$ cat src/hdl/keypoint_anchor_proposal_decoder_unit_assert.svh
// ----------------------------------------------------------------------------
// Keypoint decoder assertion macros
// Concurrent assertion forms used by the decoder point unit.
// ----------------------------------------------------------------------------
`ifndef KEYPOINT_ANCHOR_PROPOSAL_DECODER_UNIT_ASSERT_SVH
`define KEYPOINT_ANCHOR_PROPOSAL_DECODER_UNIT_ASSERT_SVH

// same-cycle implication
`define KAPD_ASSERT_IMPLY(label, clk, rst, ante, cons) \
   label: assert property (@(posedge clk) disable iff (rst) (ante) |-> (cons)) \
      else $error("kapd: implication check failed");

// next-cycle implication
`define KAPD_ASSERT_NEXT(label, clk, rst, ante, cons) \
   label: assert property (@(posedge clk) disable iff (rst) (ante) |=> (cons)) \
      else $error("kapd: next-cycle check failed");

`endif

$ cat src/hdl/kapd_pkg.sv
// ----------------------------------------------------------------------------
// Keypoint decoder package
// Shared types and fixed constants of the keypoint anchor proposal decoder.
// ----------------------------------------------------------------------------
package kapd_pkg;

   localparam int OFFSET_COUNT = 10;
   localparam int CONF_POS     = 10;
   localparam int COLOR_POS    = 11;
   localparam int POINT_COUNT  = 5;

   localparam int VALUE_W  = 16;
   localparam int CELL_W   = 7;
   localparam int LEVEL_W  = 2;
   localparam int ANCHOR_W = 14;
   localparam int INDEX_W  = 3;
   localparam int POINT_W  = 18;
   localparam int CSR_IDX_W = 4;

   // datapath widths of the point math
   localparam int SUM_W = 18;
   localparam int V_W   = SUM_W + 5;
   localparam int P_W   = V_W + VALUE_W + 1;

   localparam logic [LEVEL_W-1:0] LEVEL_8  = 2'd0;
   localparam logic [LEVEL_W-1:0] LEVEL_16 = 2'd1;
   localparam logic [LEVEL_W-1:0] LEVEL_32 = 2'd2;

   localparam logic [INDEX_W-1:0] LAST_POINT = 3'd4;

   localparam int QUEUE_DEPTH = 2;
   localparam int QPTR_W      = 1;
   localparam int QCNT_W      = 2;

   typedef enum logic [CSR_IDX_W-1:0] {
      CSR_CONF_THRESHOLD = 4'd0,
      CSR_INV_SCALE      = 4'd1,
      CSR_OFFSET_X       = 4'd2,
      CSR_OFFSET_Y       = 4'd3
   } csr_index_type;

   localparam logic [VALUE_W-1:0] RST_CONF_THRESHOLD = 16'd128;
   localparam logic [VALUE_W-1:0] RST_INV_SCALE      = 16'd4096;
   localparam logic [VALUE_W-1:0] RST_OFFSET         = 16'd0;

   typedef struct packed {
      logic [OFFSET_COUNT-1:0][VALUE_W-1:0] offsets;
      logic [CELL_W-1:0]                    cell_x;
      logic [CELL_W-1:0]                    cell_y;
      logic [LEVEL_W-1:0]                   level;
      logic                                 enemy_color;
      logic                                 blade_type;
      logic [VALUE_W-1:0]                   confidence;
      logic [ANCHOR_W-1:0]                  anchor;
   } proposal_type;

   typedef struct packed {
      logic [INDEX_W-1:0]  index;
      logic                enemy_color;
      logic                blade_type;
      logic [VALUE_W-1:0]  confidence;
      logic [ANCHOR_W-1:0] anchor;
      logic                last;
   } point_meta_type;

endpackage

$ cat src/hdl/kapd_front.sv
// ----------------------------------------------------------------------------
// Keypoint decoder front end
// Walks the row layout, tracks the anchor grid, buffers offsets, picks the
// best color and class, and queues a proposal for each passing row.
// ----------------------------------------------------------------------------
module kapd_front #(
   parameter int INPUT_SIZE  = 640,
   parameter int COLOR_COUNT = 2,
   parameter int CLASS_COUNT = 2
) (
   input  logic                           clock,
   input  logic                           reset,
   input  logic                           req_valid,
   input  logic [kapd_pkg::VALUE_W-1:0]   req_raw_value,
   input  logic                           req_frame_start,
   output logic                           req_stall,
   input  logic [kapd_pkg::VALUE_W-1:0]   conf_threshold,
   input  logic                           q_full,
   output logic                           q_push,
   output kapd_pkg::proposal_type         q_rec
);
   import kapd_pkg::*;

   localparam int CLASS_POS = COLOR_POS + COLOR_COUNT;
   localparam int ROW_LEN   = CLASS_POS + CLASS_COUNT;
   localparam int POS_W     = $clog2(ROW_LEN);
   localparam int CIDX_W    = $clog2(COLOR_COUNT);
   localparam int KIDX_W    = $clog2(CLASS_COUNT);

   localparam logic [POS_W-1:0]  POS_LAST = POS_W'(ROW_LEN - 1);
   localparam logic [POS_W-1:0]  POS_CONF = POS_W'(CONF_POS);
   localparam logic [POS_W-1:0]  POS_COLOR = POS_W'(COLOR_POS);
   localparam logic [POS_W-1:0]  POS_CLASS = POS_W'(CLASS_POS);
   localparam logic [CELL_W-1:0] LAST8  = CELL_W'(INPUT_SIZE / 8 - 1);
   localparam logic [CELL_W-1:0] LAST16 = CELL_W'(INPUT_SIZE / 16 - 1);
   localparam logic [CELL_W-1:0] LAST32 = CELL_W'(INPUT_SIZE / 32 - 1);

   logic [POS_W-1:0]    pos_ff, pos_in;
   logic [CELL_W-1:0]   col_ff, col_in;
   logic [CELL_W-1:0]   row_ff, row_in;
   logic [LEVEL_W-1:0]  lvl_ff, lvl_in;
   logic [ANCHOR_W-1:0] anchor_ff, anchor_in;
   logic [VALUE_W-1:0]  conf_ff, conf_in;
   logic [VALUE_W-1:0]  color_score_ff, color_score_in;
   logic [CIDX_W-1:0]   color_idx_ff, color_idx_in;
   logic [VALUE_W-1:0]  class_score_ff, class_score_in;
   logic [KIDX_W-1:0]   class_idx_ff, class_idx_in;
   logic [OFFSET_COUNT-1:0][VALUE_W-1:0] offsets_ff;

   logic                accept;
   logic [POS_W-1:0]    pos;
   logic [CELL_W-1:0]   col;
   logic [CELL_W-1:0]   row;
   logic [LEVEL_W-1:0]  lvl;
   logic [ANCHOR_W-1:0] anchor;
   logic [CELL_W-1:0]   grid_last;
   logic [POS_W-1:0]    color_off;
   logic [POS_W-1:0]    class_off;
   logic                row_done;

   assign req_stall = q_full;
   assign accept    = req_valid && !q_full;

   always_comb begin
      pos    = req_frame_start ? '0 : pos_ff;
      col    = req_frame_start ? '0 : col_ff;
      row    = req_frame_start ? '0 : row_ff;
      lvl    = req_frame_start ? LEVEL_8 : lvl_ff;
      anchor = req_frame_start ? '0 : anchor_ff;

      color_off = pos - POS_COLOR;
      class_off = pos - POS_CLASS;
      row_done  = (pos == POS_LAST);

      case (lvl)
         LEVEL_8:  grid_last = LAST8;
         LEVEL_16: grid_last = LAST16;
         default:  grid_last = LAST32;
      endcase

      conf_in        = conf_ff;
      color_score_in = color_score_ff;
      color_idx_in   = color_idx_ff;
      class_score_in = class_score_ff;
      class_idx_in   = class_idx_ff;

      if (pos == POS_CONF) begin
         conf_in = req_raw_value;
      end else if (pos >= POS_COLOR && pos < POS_CLASS) begin
         if (color_off == '0 || $signed(req_raw_value) > $signed(color_score_ff)) begin
            color_score_in = req_raw_value;
            color_idx_in   = color_off[CIDX_W-1:0];
         end
      end else if (pos >= POS_CLASS) begin
         if (class_off == '0 || $signed(req_raw_value) > $signed(class_score_ff)) begin
            class_score_in = req_raw_value;
            class_idx_in   = class_off[KIDX_W-1:0];
         end
      end

      pos_in    = row_done ? '0 : pos + 1'b1;
      col_in    = col;
      row_in    = row;
      lvl_in    = lvl;
      anchor_in = anchor;
      if (row_done) begin
         anchor_in = anchor + 1'b1;
         col_in    = col + 1'b1;
         if (col == grid_last) begin
            col_in = '0;
            row_in = row + 1'b1;
            if (row == grid_last) begin
               row_in = '0;
               lvl_in = lvl + 1'b1;
               if (lvl == LEVEL_32) begin
                  lvl_in    = LEVEL_8;
                  anchor_in = '0;
               end
            end
         end
      end

      q_push              = accept && row_done && ($signed(conf_ff) >= $signed(conf_threshold));
      q_rec.offsets       = offsets_ff;
      q_rec.cell_x        = col;
      q_rec.cell_y        = row;
      q_rec.level         = lvl;
      q_rec.enemy_color   = (color_idx_ff != '0);
      q_rec.blade_type    = (class_idx_in != '0);
      q_rec.confidence    = conf_ff;
      q_rec.anchor        = anchor;
   end

   always_ff @(posedge clock) begin
      if (reset) begin
         pos_ff         <= '0;
         col_ff         <= '0;
         row_ff         <= '0;
         lvl_ff         <= LEVEL_8;
         anchor_ff      <= '0;
         conf_ff        <= '0;
         color_score_ff <= '0;
         color_idx_ff   <= '0;
         class_score_ff <= '0;
         class_idx_ff   <= '0;
      end else if (accept) begin
         pos_ff         <= pos_in;
         col_ff         <= col_in;
         row_ff         <= row_in;
         lvl_ff         <= lvl_in;
         anchor_ff      <= anchor_in;
         conf_ff        <= conf_in;
         color_score_ff <= color_score_in;
         color_idx_ff   <= color_idx_in;
         class_score_ff <= class_score_in;
         class_idx_ff   <= class_idx_in;
      end
   end

   always_ff @(posedge clock) begin
      if (accept && pos < POS_CONF) begin
         offsets_ff[pos[3:0]] <= req_raw_value;
      end
   end

endmodule

$ cat src/hdl/kapd_queue.sv
// ----------------------------------------------------------------------------
// Keypoint decoder proposal queue
// Short FIFO of row proposals between the front end and the point unit.
// ----------------------------------------------------------------------------
module kapd_queue (
   input  logic                   clock,
   input  logic                   reset,
   input  logic                   push,
   input  kapd_pkg::proposal_type push_rec,
   output logic                   full,
   input  logic                   pop,
   output logic                   pop_valid,
   output kapd_pkg::proposal_type pop_rec
);
   import kapd_pkg::*;

   proposal_type        mem_ff [QUEUE_DEPTH];
   logic [QPTR_W-1:0]   wr_ptr_ff;
   logic [QPTR_W-1:0]   rd_ptr_ff;
   logic [QCNT_W-1:0]   count_ff, count_in;

   assign full      = (count_ff == QCNT_W'(QUEUE_DEPTH));
   assign pop_valid = (count_ff != '0);
   assign pop_rec   = mem_ff[rd_ptr_ff];

   always_comb begin
      count_in = count_ff;
      if (push && !pop) begin
         count_in = count_ff + 1'b1;
      end else if (pop && !push) begin
         count_in = count_ff - 1'b1;
      end
   end

   always_ff @(posedge clock) begin
      if (reset) begin
         wr_ptr_ff <= '0;
         rd_ptr_ff <= '0;
         count_ff  <= '0;
      end else begin
         if (push) begin
            wr_ptr_ff <= wr_ptr_ff + 1'b1;
         end
         if (pop) begin
            rd_ptr_ff <= rd_ptr_ff + 1'b1;
         end
         count_ff <= count_in;
      end
   end

   always_ff @(posedge clock) begin
      if (push) begin
         mem_ff[wr_ptr_ff] <= push_rec;
      end
   end

endmodule

$ cat src/hdl/kapd_back.sv
// ----------------------------------------------------------------------------
// Keypoint decoder point unit
// Expands each proposal into five points: cell add and stride shift,
// scale multiply, then round, pad subtract and saturate into the output.
// ----------------------------------------------------------------------------
`include "keypoint_anchor_proposal_decoder_unit_assert.svh"

module kapd_back (
   input  logic                                clock,
   input  logic                                reset,
   input  logic                                q_valid,
   input  kapd_pkg::proposal_type              q_rec,
   output logic                                q_pop,
   input  logic [kapd_pkg::VALUE_W-1:0]        inv_scale,
   input  logic [kapd_pkg::VALUE_W-1:0]        offset_x,
   input  logic [kapd_pkg::VALUE_W-1:0]        offset_y,
   output logic                                rsp_valid,
   input  logic                                rsp_stall,
   output logic [kapd_pkg::INDEX_W-1:0]        rsp_point_index,
   output logic signed [kapd_pkg::POINT_W-1:0] rsp_point_x,
   output logic signed [kapd_pkg::POINT_W-1:0] rsp_point_y,
   output logic                                rsp_enemy_color,
   output logic                                rsp_blade_type,
   output logic signed [kapd_pkg::VALUE_W-1:0] rsp_confidence,
   output logic [kapd_pkg::ANCHOR_W-1:0]       rsp_anchor_number,
   output logic                                rsp_last_point
);
   import kapd_pkg::*;

   localparam int R_W = P_W + 1;
   localparam int Q_W = R_W - 16;
   localparam int D_W = Q_W + 1;
   localparam logic signed [R_W-1:0] ROUND_HALF = R_W'(32768);
   localparam logic signed [POINT_W-1:0] PT_MAX = {1'b0, {(POINT_W-1){1'b1}}};
   localparam logic signed [POINT_W-1:0] PT_MIN = {1'b1, {(POINT_W-1){1'b0}}};

   proposal_type        rec_ff;
   logic                busy_ff;
   logic [INDEX_W-1:0]  k_ff;

   logic                   s1_valid_ff;
   logic signed [V_W-1:0]  s1_vx_ff, s1_vy_ff;
   point_meta_type         s1_meta_ff;

   logic                   s2_valid_ff;
   logic signed [P_W-1:0]  s2_px_ff, s2_py_ff;
   point_meta_type         s2_meta_ff;

   logic                       out_valid_ff;
   logic signed [POINT_W-1:0]  out_x_ff, out_y_ff;
   point_meta_type             out_meta_ff;

   logic                   adv;
   logic                   emit;
   logic                   row_end;
   logic [VALUE_W-1:0]     off_x_raw, off_y_raw;
   logic signed [SUM_W-1:0] sum_x, sum_y;
   logic signed [V_W-1:0]  ext_x, ext_y;
   logic signed [V_W-1:0]  v_x_in, v_y_in;
   point_meta_type         meta_in;
   logic signed [R_W-1:0]  r_x, r_y;
   logic signed [D_W-1:0]  d_x, d_y;
   logic signed [POINT_W-1:0] sat_x_in, sat_y_in;

   assign adv     = !(out_valid_ff && rsp_stall);
   assign emit    = busy_ff && adv;
   assign row_end = emit && (k_ff == LAST_POINT);
   assign q_pop   = q_valid && (!busy_ff || row_end);

   always_comb begin
      off_x_raw = rec_ff.offsets[{k_ff, 1'b0}];
      off_y_raw = rec_ff.offsets[{k_ff, 1'b1}];
      sum_x = $signed({{(SUM_W-VALUE_W){off_x_raw[VALUE_W-1]}}, off_x_raw})
            + $signed({{(SUM_W-CELL_W-8){1'b0}}, rec_ff.cell_x, 8'b0});
      sum_y = $signed({{(SUM_W-VALUE_W){off_y_raw[VALUE_W-1]}}, off_y_raw})
            + $signed({{(SUM_W-CELL_W-8){1'b0}}, rec_ff.cell_y, 8'b0});
      ext_x = {{(V_W-SUM_W){sum_x[SUM_W-1]}}, sum_x};
      ext_y = {{(V_W-SUM_W){sum_y[SUM_W-1]}}, sum_y};
      case (rec_ff.level)
         LEVEL_8: begin
            v_x_in = ext_x <<< 3;
            v_y_in = ext_y <<< 3;
         end
         LEVEL_16: begin
            v_x_in = ext_x <<< 4;
            v_y_in = ext_y <<< 4;
         end
         default: begin
            v_x_in = ext_x <<< 5;
            v_y_in = ext_y <<< 5;
         end
      endcase
      meta_in.index       = k_ff;
      meta_in.enemy_color = rec_ff.enemy_color;
      meta_in.blade_type  = rec_ff.blade_type;
      meta_in.confidence  = rec_ff.confidence;
      meta_in.anchor      = rec_ff.anchor;
      meta_in.last        = (k_ff == LAST_POINT);
   end

   // floor((p + 2^15) / 2^16) - pad, then clamp to the point range
   always_comb begin
      r_x = $signed({s2_px_ff[P_W-1], s2_px_ff}) + ROUND_HALF;
      r_y = $signed({s2_py_ff[P_W-1], s2_py_ff}) + ROUND_HALF;
      d_x = $signed({r_x[R_W-1], r_x[R_W-1:16]})
          - $signed({{(D_W-VALUE_W){offset_x[VALUE_W-1]}}, offset_x});
      d_y = $signed({r_y[R_W-1], r_y[R_W-1:16]})
          - $signed({{(D_W-VALUE_W){offset_y[VALUE_W-1]}}, offset_y});
      if (d_x[D_W-1:POINT_W-1] == '0 || d_x[D_W-1:POINT_W-1] == '1) begin
         sat_x_in = d_x[POINT_W-1:0];
      end else begin
         sat_x_in = d_x[D_W-1] ? PT_MIN : PT_MAX;
      end
      if (d_y[D_W-1:POINT_W-1] == '0 || d_y[D_W-1:POINT_W-1] == '1) begin
         sat_y_in = d_y[POINT_W-1:0];
      end else begin
         sat_y_in = d_y[D_W-1] ? PT_MIN : PT_MAX;
      end
   end

   always_ff @(posedge clock) begin
      if (reset) begin
         busy_ff      <= 1'b0;
         k_ff         <= '0;
         s1_valid_ff  <= 1'b0;
         s2_valid_ff  <= 1'b0;
         out_valid_ff <= 1'b0;
      end else begin
         if (q_pop) begin
            busy_ff <= 1'b1;
            k_ff    <= '0;
         end else if (row_end) begin
            busy_ff <= 1'b0;
            k_ff    <= '0;
         end else if (emit) begin
            k_ff <= k_ff + 1'b1;
         end
         if (adv) begin
            s1_valid_ff  <= busy_ff;
            s2_valid_ff  <= s1_valid_ff;
            out_valid_ff <= s2_valid_ff;
         end
      end
   end

   always_ff @(posedge clock) begin
      if (q_pop) begin
         rec_ff <= q_rec;
      end
      if (adv) begin
         s1_vx_ff    <= v_x_in;
         s1_vy_ff    <= v_y_in;
         s1_meta_ff  <= meta_in;
         s2_px_ff    <= s1_vx_ff * $signed({1'b0, inv_scale});
         s2_py_ff    <= s1_vy_ff * $signed({1'b0, inv_scale});
         s2_meta_ff  <= s1_meta_ff;
         out_x_ff    <= sat_x_in;
         out_y_ff    <= sat_y_in;
         out_meta_ff <= s2_meta_ff;
      end
   end

   assign rsp_valid         = out_valid_ff;
   assign rsp_point_index   = out_meta_ff.index;
   assign rsp_point_x       = out_x_ff;
   assign rsp_point_y       = out_y_ff;
   assign rsp_enemy_color   = out_meta_ff.enemy_color;
   assign rsp_blade_type    = out_meta_ff.blade_type;
   assign rsp_confidence    = out_meta_ff.confidence;
   assign rsp_anchor_number = out_meta_ff.anchor;
   assign rsp_last_point    = out_meta_ff.last;

   `KAPD_ASSERT_IMPLY(a_pop_needs_data, clock, reset, q_pop, q_valid)
   `KAPD_ASSERT_IMPLY(a_point_in_range, clock, reset, out_valid_ff, out_meta_ff.index <= LAST_POINT)
   `KAPD_ASSERT_IMPLY(a_last_marks_fifth, clock, reset, out_valid_ff, out_meta_ff.last == (out_meta_ff.index == LAST_POINT))
   `KAPD_ASSERT_NEXT(a_idle_after_row, clock, reset, row_end && !q_valid, !busy_ff)

endmodule

$ cat src/hdl/keypoint_anchor_proposal_decoder_unit.sv
// ----------------------------------------------------------------------------
// Keypoint anchor proposal decoder
// Streams detector rows, keeps passing anchors and emits five image-space
// keypoints per proposal.
//
//   channel  | handshake         | payload
//   ---------+-------------------+--------------------------------------------
//   req      | valid / stall     | raw_value, frame_start
//   rsp      | valid / stall     | point index, x, y, color, type, conf, anchor
//   csr      | valid / ready     | index, data (ready always high)
//
// One value is taken per cycle while req_stall is low; a passing row yields
// five points, one per cycle unless rsp is stalled, after its last value
// transfers. The two-entry proposal queue sets req_stall; the point unit
// emits five points per proposal, so rows of at least five values keep it
// clear unless rsp is stalled. Reset is synchronous; there is no clearing
// pass, the offset buffer is written before it is read.
// ----------------------------------------------------------------------------
module keypoint_anchor_proposal_decoder_unit #(
   parameter int INPUT_SIZE  = 640,
   parameter int COLOR_COUNT = 2,
   parameter int CLASS_COUNT = 2
) (
   input  logic                                clock,
   input  logic                                reset,
   input  logic                                req_valid,
   output logic                                req_stall,
   input  logic signed [kapd_pkg::VALUE_W-1:0] req_raw_value,
   input  logic                                req_frame_start,
   output logic                                rsp_valid,
   input  logic                                rsp_stall,
   output logic [kapd_pkg::INDEX_W-1:0]        rsp_point_index,
   output logic signed [kapd_pkg::POINT_W-1:0] rsp_point_x,
   output logic signed [kapd_pkg::POINT_W-1:0] rsp_point_y,
   output logic                                rsp_enemy_color,
   output logic                                rsp_blade_type,
   output logic signed [kapd_pkg::VALUE_W-1:0] rsp_confidence,
   output logic [kapd_pkg::ANCHOR_W-1:0]       rsp_anchor_number,
   output logic                                rsp_last_point,
   input  logic                                csr_valid,
   output logic                                csr_ready,
   input  logic [kapd_pkg::CSR_IDX_W-1:0]      csr_index,
   input  logic [kapd_pkg::VALUE_W-1:0]        csr_data
);
   import kapd_pkg::*;

   logic [VALUE_W-1:0] conf_threshold_ff;
   logic [VALUE_W-1:0] inv_scale_ff;
   logic [VALUE_W-1:0] offset_x_ff;
   logic [VALUE_W-1:0] offset_y_ff;

   logic         q_full;
   logic         q_push;
   proposal_type q_push_rec;
   logic         q_pop;
   logic         q_valid;
   proposal_type q_pop_rec;

   assign csr_ready = 1'b1;

   always_ff @(posedge clock) begin
      if (reset) begin
         conf_threshold_ff <= RST_CONF_THRESHOLD;
         inv_scale_ff      <= RST_INV_SCALE;
         offset_x_ff       <= RST_OFFSET;
         offset_y_ff       <= RST_OFFSET;
      end else if (csr_valid && csr_ready) begin
         case (csr_index)
            CSR_CONF_THRESHOLD: conf_threshold_ff <= csr_data;
            CSR_INV_SCALE:      inv_scale_ff      <= csr_data;
            CSR_OFFSET_X:       offset_x_ff       <= csr_data;
            CSR_OFFSET_Y:       offset_y_ff       <= csr_data;
            default: ;
         endcase
      end
   end

   kapd_front #(
      .INPUT_SIZE  (INPUT_SIZE),
      .COLOR_COUNT (COLOR_COUNT),
      .CLASS_COUNT (CLASS_COUNT)
   ) u_front (
      .clock           (clock),
      .reset           (reset),
      .req_valid       (req_valid),
      .req_raw_value   (req_raw_value),
      .req_frame_start (req_frame_start),
      .req_stall       (req_stall),
      .conf_threshold  (conf_threshold_ff),
      .q_full          (q_full),
      .q_push          (q_push),
      .q_rec           (q_push_rec)
   );

   kapd_queue u_queue (
      .clock     (clock),
      .reset     (reset),
      .push      (q_push),
      .push_rec  (q_push_rec),
      .full      (q_full),
      .pop       (q_pop),
      .pop_valid (q_valid),
      .pop_rec   (q_pop_rec)
   );

   kapd_back u_back (
      .clock             (clock),
      .reset             (reset),
      .q_valid           (q_valid),
      .q_rec             (q_pop_rec),
      .q_pop             (q_pop),
      .inv_scale         (inv_scale_ff),
      .offset_x          (offset_x_ff),
      .offset_y          (offset_y_ff),
      .rsp_valid         (rsp_valid),
      .rsp_stall         (rsp_stall),
      .rsp_point_index   (rsp_point_index),
      .rsp_point_x       (rsp_point_x),
      .rsp_point_y       (rsp_point_y),
      .rsp_enemy_color   (rsp_enemy_color),
      .rsp_blade_type    (rsp_blade_type),
      .rsp_confidence    (rsp_confidence),
      .rsp_anchor_number (rsp_anchor_number),
      .rsp_last_point    (rsp_last_point)
   );

endmodule

$ cat config.mk
export PLATFORM = sky130hd
export DESIGN_NAME = keypoint_anchor_proposal_decoder_unit
export DESIGN_NICKNAME = d
export VERILOG_FILES = /design/src/hdl/kapd_pkg.sv /design/src/hdl/kapd_front.sv /design/src/hdl/kapd_queue.sv /design/src/hdl/kapd_back.sv /design/src/hdl/keypoint_anchor_proposal_decoder_unit.sv
export VERILOG_INCLUDE_DIRS = /design/src /design/src/hdl
export SDC_FILE = /design/constraint.sdc
export NUM_CORES = 2
export LEC_CHECK = 0
export BUFFER_PORTS_ARGS = -buffer_cell sky130_fd_sc_hd__buf_2
export CAP_MARGIN = 25
export CORE_MARGIN = 4
export CORE_UTILIZATION = 55
export CTS_CLUSTER_SIZE = 20
export DETAILED_ROUTE_END_ITERATION = 10
export PLACE_DENSITY = 0.71
export SLEW_MARGIN = 5
export SYNTH_ARGS = -nofsm -noshare
export SYNTH_HDL_FRONTEND = slang
export SYNTH_SLANG_ARGS = --single-unit
$ cat constraint.sdc
create_clock -name clock -period 29.6 [get_ports clock]
set_clock_uncertainty 0.15 [all_clocks]
set_input_delay 1.48 -clock clock [delete_from_list [all_inputs] [get_ports clock]]
set_output_delay 1.48 -clock clock [all_outputs]
set_load 0.03 [all_outputs]
==> impl_metrics.prom <==
# TYPE chip_impl_metric gauge
chip_impl_metric{name="cts_made_buffers",unit=""} 115
chip_impl_metric{name="antenna_violations_before_repair",unit=""} 4
chip_impl_metric{name="post_synth_instance_area",unit="sq um"} 69010
chip_impl_metric{name="syn-mean-instance-area",unit="sq um"} 12.30
chip_impl_metric{name="ioPinCount",unit=""} 117
chip_impl_metric{name="final_net_count",unit=""} 6635
chip_impl_metric{name="drt_iter0_markers",unit=""} 2777
chip_impl_metric{name="number_of_distinct_library_cell_variants_in_the_gate_level_netlist_after_synthesis",unit=""} 80
chip_impl_metric{name="synth-edff-count",unit=""} 1014
chip_impl_metric{name="fmaxAchievable",unit="GHz"} 0.1318
chip_impl_info{name="critPathCaptureType",value="flip-flop"} 1
chip_impl_metric{name="synth-async-reset-ratio",unit="%"} 0
chip_impl_metric{name="total_leakage_power",unit="nW"} 30.29
chip_impl_metric{name="fin_total_pwr",unit="W"} 0.005753
chip_impl_metric{name="worst_ep_required",unit="ns"} 29.95
chip_impl_metric{name="syn_nets",unit=""} 6566
chip_impl_metric{name="fp.coreArea",unit="sq um"} 124100
chip_impl_metric{name="grt_overflow_total",unit=""} 0
chip_impl_metric{name="drt-pass1-iter-count",unit=""} 5
chip_impl_info{name="critical_path.cell_chain",value="buf_4 > nand2_1 > fa_1 > fa_1 > inv_1 > fa_1 > fa_1 > fa_1 > inv_1 > fa_1 > inv_1 > ha_1 > a21oi_1 > nor2b_1 > o21a_1 > a2111o_1 > a31oi_1 > o21bai_1 > a21o_1 > o41ai_1 > xnor2_1"} 1
chip_impl_metric{name="final_min_period_over_clock_period",unit="%"} 25.64
chip_impl_metric{name="floorplan.rows",unit=""} 129
chip_impl_metric{name="first_global_vias",unit=""} 42840
chip_impl_metric{name="die_area",unit="sq um"} 131200
chip_impl_info{name="hold_path_end",value="u_back.s2_meta_ff[18]"} 1
chip_impl_info{name="worstReg2RegEnd",value="u_back.s2_py_ff[38]"} 1
chip_impl_info{name="synth-main-ff-cell",value="sky130_fd_sc_hd__edfxtp_1"} 1
chip_impl_info{name="run_status",value="finished clean"} 1
chip_impl_metric{name="post-route-min-period",unit="ns"} 7.588
chip_impl_metric{name="antenna_cells_inserted",unit=""} 0
chip_impl_info{name="hold_path.class",value="reg2reg"} 1
chip_impl_metric{name="grt_usage",unit="%"} 22.78
chip_impl_metric{name="maximum_fanout_encountered_on_the_critical_timing_path",unit=""} 24
chip_impl_metric{name="synth_warnings",unit=""} 0
chip_impl_info{name="cts_tree",value="done"} 1
chip_impl_info{name="rsz_0062_raised_after_global_routing",value="false"} 1
chip_impl_metric{name="number_of_maximum_capacitance_constraint_violations",unit=""} 0
chip_impl_metric{name="worst_case_reg_to_reg_path_depth",unit=""} 21
chip_impl_metric{name="routed_wl",unit="mm"} 146.7
chip_impl_metric{name="resize_count_post_cts",unit=""} 0
chip_impl_metric{name="slowest_delay",unit="ns"} 0.77
chip_impl_metric{name="h_tree_depth",unit=""} 3
chip_impl_metric{name="powerDensity",unit="nW/um^2"} 76.42
chip_impl_metric{name="io_buffer_count",unit=""} 115
chip_impl_info{name="crit_path_top_delay_cell",value="sky130_fd_sc_hd__fa_1"} 1
chip_impl_metric{name="die-height",unit="microns"} 362.2
chip_impl_metric{name="ctsHoldBuffers",unit=""} 0
chip_impl_info{name="final_common_cell",value="sky130_fd_sc_hd__edfxtp_1"} 1
chip_impl_metric{name="max_transition_viols_final",unit=""} 0
chip_impl_metric{name="worst_setup_hold_path_clk_slew",unit="ns"} 0.07
chip_impl_metric{name="post-cts-setup-buffers",unit=""} 0
chip_impl_info{name="regToRegStartpoint",value="inv_scale_ff[2]"} 1
chip_impl_metric{name="report.final.setup_viol",unit=""} 0
chip_impl_info{name="worst_setup_path_start_kind",value="flip-flop"} 1
chip_impl_metric{name="clock_insertion_delay_worst_skew",unit="ns"} 0.75
chip_impl_metric{name="count_of_cells_along_the_worst_hold_path",unit=""} 0
chip_impl_metric{name="timing.final.hold_violations",unit=""} 0
chip_impl_metric{name="route.detailed.vias_per_inst",unit=""} 5.520
chip_impl_metric{name="synth_sequential_area_ratio",unit="%"} 48.74
chip_impl_metric{name="final.setup.tns",unit="ns"} 0
chip_impl_metric{name="relSlewSlack",unit="%"} 28.29
chip_impl_info{name="hold_wc_startpoint",value="u_back.s1_meta_ff[18]"} 1
chip_impl_metric{name="ant_nets",unit=""} 0
chip_impl_metric{name="routed_wire_length_per_instance",unit="microns"} 19.77
chip_impl_metric{name="grt_max_degree",unit=""} 159
chip_impl_metric{name="synthCells",unit=""} 5612
chip_impl_metric{name="irDropWorstVdd",unit="V"} 0.00006487
chip_impl_metric{name="share_of_cells_above_drive_strength_1",unit="%"} 10.26
chip_impl_info{name="layout_common_cells",value="1014 x sky130_fd_sc_hd__edfxtp_1, 854 x sky130_fd_sc_hd__inv_1, 614 x sky130_fd_sc_hd__fa_1, 551 x sky130_fd_sc_hd__nand2_1, 298 x sky130_fd_sc_hd__ha_1"} 1
chip_impl_metric{name="tritoncts_num_sinks",unit=""} 1173
chip_impl_metric{name="worst_slew_pin_slew",unit="ns"} 1.076
chip_impl_metric{name="synth_seq_cells",unit=""} 1173
chip_impl_metric{name="via_count",unit=""} 40940
chip_impl_info{name="cts-root-buf",value="sky130_fd_sc_hd__clkbuf_16"} 1
chip_impl_metric{name="route.detailed.drc",unit=""} 0
chip_impl_info{name="ws_path_type",value="reg2reg"} 1
chip_impl_metric{name="arrival",unit="ns"} 7.94
chip_impl_info{name="critPathTopFamily",value="adder cells"} 1
chip_impl_metric{name="final_wtd_congestion",unit=""} 0.8813
chip_impl_metric{name="initial_core_util",unit="%"} 55.60
chip_impl_metric{name="clock_path_buffers",unit=""} 3
chip_impl_metric{name="grt_first_pass_wirelength",unit="mm"} 233.4
chip_impl_info{name="timing.critical_path.mode_cell",value="sky130_fd_sc_hd__fa_1"} 1
chip_impl_metric{name="place.detailed.hpwl",unit="mm"} 99.95
chip_impl_metric{name="critPathBufInv",unit=""} 4
chip_impl_metric{name="synthToLayoutAreaGrowth",unit="%"} 9.089
chip_impl_metric{name="minimum_setup_slack_among_reg_to_reg_paths",unit="ns"} 22.01
chip_impl_metric{name="die_width",unit="microns"} 362.2
## metal layers
| metal | global-route usage (%) | part of all wire, % |
|---|---|---|
| met5 | 0 | 0 |
| met4 | 10.10 | 4.9 |
| met3 | 3.664 | 6.0 |
| met2 | 37.97 | 48 |
| met1 | 29.76 | 41 |
## area by class of cell
class / instances / area [sq um]
clock buffer: 150 / 3153
clock inverter: 66 / 725.7
fill: 9596 / 48840
inverter: 856 / 3221
multi-input combinational: 3362 / 31400
sequential: 1173 / 33640
tap: 1637 / 2048
timing repair buffer: 173 / 1089
## worst max-delay path by stage
stage                          startpoint             endpoint  cells after the start
final                     inv_scale_ff[2]  u_back.s2_py_ff[38]                     21
after global placement    inv_scale_ff[5]  u_back.s2_py_ff[38]                     20
after global routing      inv_scale_ff[2]  u_back.s2_py_ff[38]                     21
after detailed placement  inv_scale_ff[2]  u_back.s2_py_ff[38]                     21
after CTS                 inv_scale_ff[2]  u_back.s2_py_ff[38]                     21
after floorplan                 rsp_stall  u_queue.count_ff[1]                      7
## per-stage QoR
stage / utilization, % / area (sq um) / hold WS (ns) / std cells / worst slack (ns)
final: 60.65 / 75280 / 0.2458 / 7417 / 22.01
after global routing: 60.65 / 75280 / 0.2305 / 7417 / 21.57
after CTS: 60.60 / 75220 / 0.2372 / 7413 / 22.05
after detailed placement: 57.48 / 71340 / 0.2545 / 7197 / 22.01
after global placement: 57.44 / 71300 / 0.2518 / 7194 / 22.05
after floorplan: - / 69010 / 0.2503 / 5612 / 10.68
## cell usage after synthesis, types with 53 or more instances
cell,count,area (sq um)
sky130_fd_sc_hd__a21oi_1,202,1011
sky130_fd_sc_hd__and2_1,242,1514
sky130_fd_sc_hd__clkbuf_1,199,747.0
sky130_fd_sc_hd__dfxtp_1,159,3183
sky130_fd_sc_hd__edfxtp_1,1014,30450
sky130_fd_sc_hd__fa_1,614,12290
sky130_fd_sc_hd__ha_1,298,3729
sky130_fd_sc_hd__inv_1,855,3209
sky130_fd_sc_hd__mux2_2,210,2365
sky130_fd_sc_hd__mux2i_1,167,1672
sky130_fd_sc_hd__nand2_1,552,2072
sky130_fd_sc_hd__nor2_1,262,983.4
sky130_fd_sc_hd__nor2b_1,53,331.6
sky130_fd_sc_hd__o21ai_0,109,545.5
sky130_fd_sc_hd__xnor2_1,105,919.6
## report_power, final
part / total, W / switching (W) / leakage (nW) / internal, W
Clock: 0.00147 / 0.000630 / 1.87 / 0.000835
Sequential: 0.00245 / 0.000267 / 10.6 / 0.00218
Combinational: 0.00184 / 0.00114 / 17.8 / 0.000703
Total: 0.00575 / 0.00203 / 30.3 / 0.00372
## flip-flops by register name (all words and copies together), names as in the netlist, 18 cells and up
| name | flops |
|---|---|
| u_back.s2_py_ff | 24 |
| u_front.q_rec | 160 |
| u_back.s1_meta_ff | 36 |
| u_back.rec_ff | 176 |
| u_back.s2_px_ff | 24 |
| u_back.s2_meta_ff | 36 |
| u_back.s1_vy_ff | 19 |
| u_back.rsp_point_y | 18 |
| u_back.s1_vx_ff | 19 |
| u_back.meta_in | 32 |
| u_queue.mem_ff | 416 |
| u_back.rsp_point_x | 18 |
## cells by family after synthesis
| family | Yosys count | share of synthesized area, % |
|---|---|---|
| AND/OR/NAND/NOR | 1350 | 9.267 |
| flip-flops | 1173 | 48.74 |
| buffers and inverters | 1077 | 5.884 |
| adder cells (fa/ha/maj) | 912 | 23.22 |
| AO/OA/AOI/OAI | 566 | 5.042 |
| multiplexers | 378 | 5.882 |
| XOR/XNOR | 155 | 1.967 |
| other | 1 | 0.005434 |
Note: power is estimated with default switching activity, not from simulation.
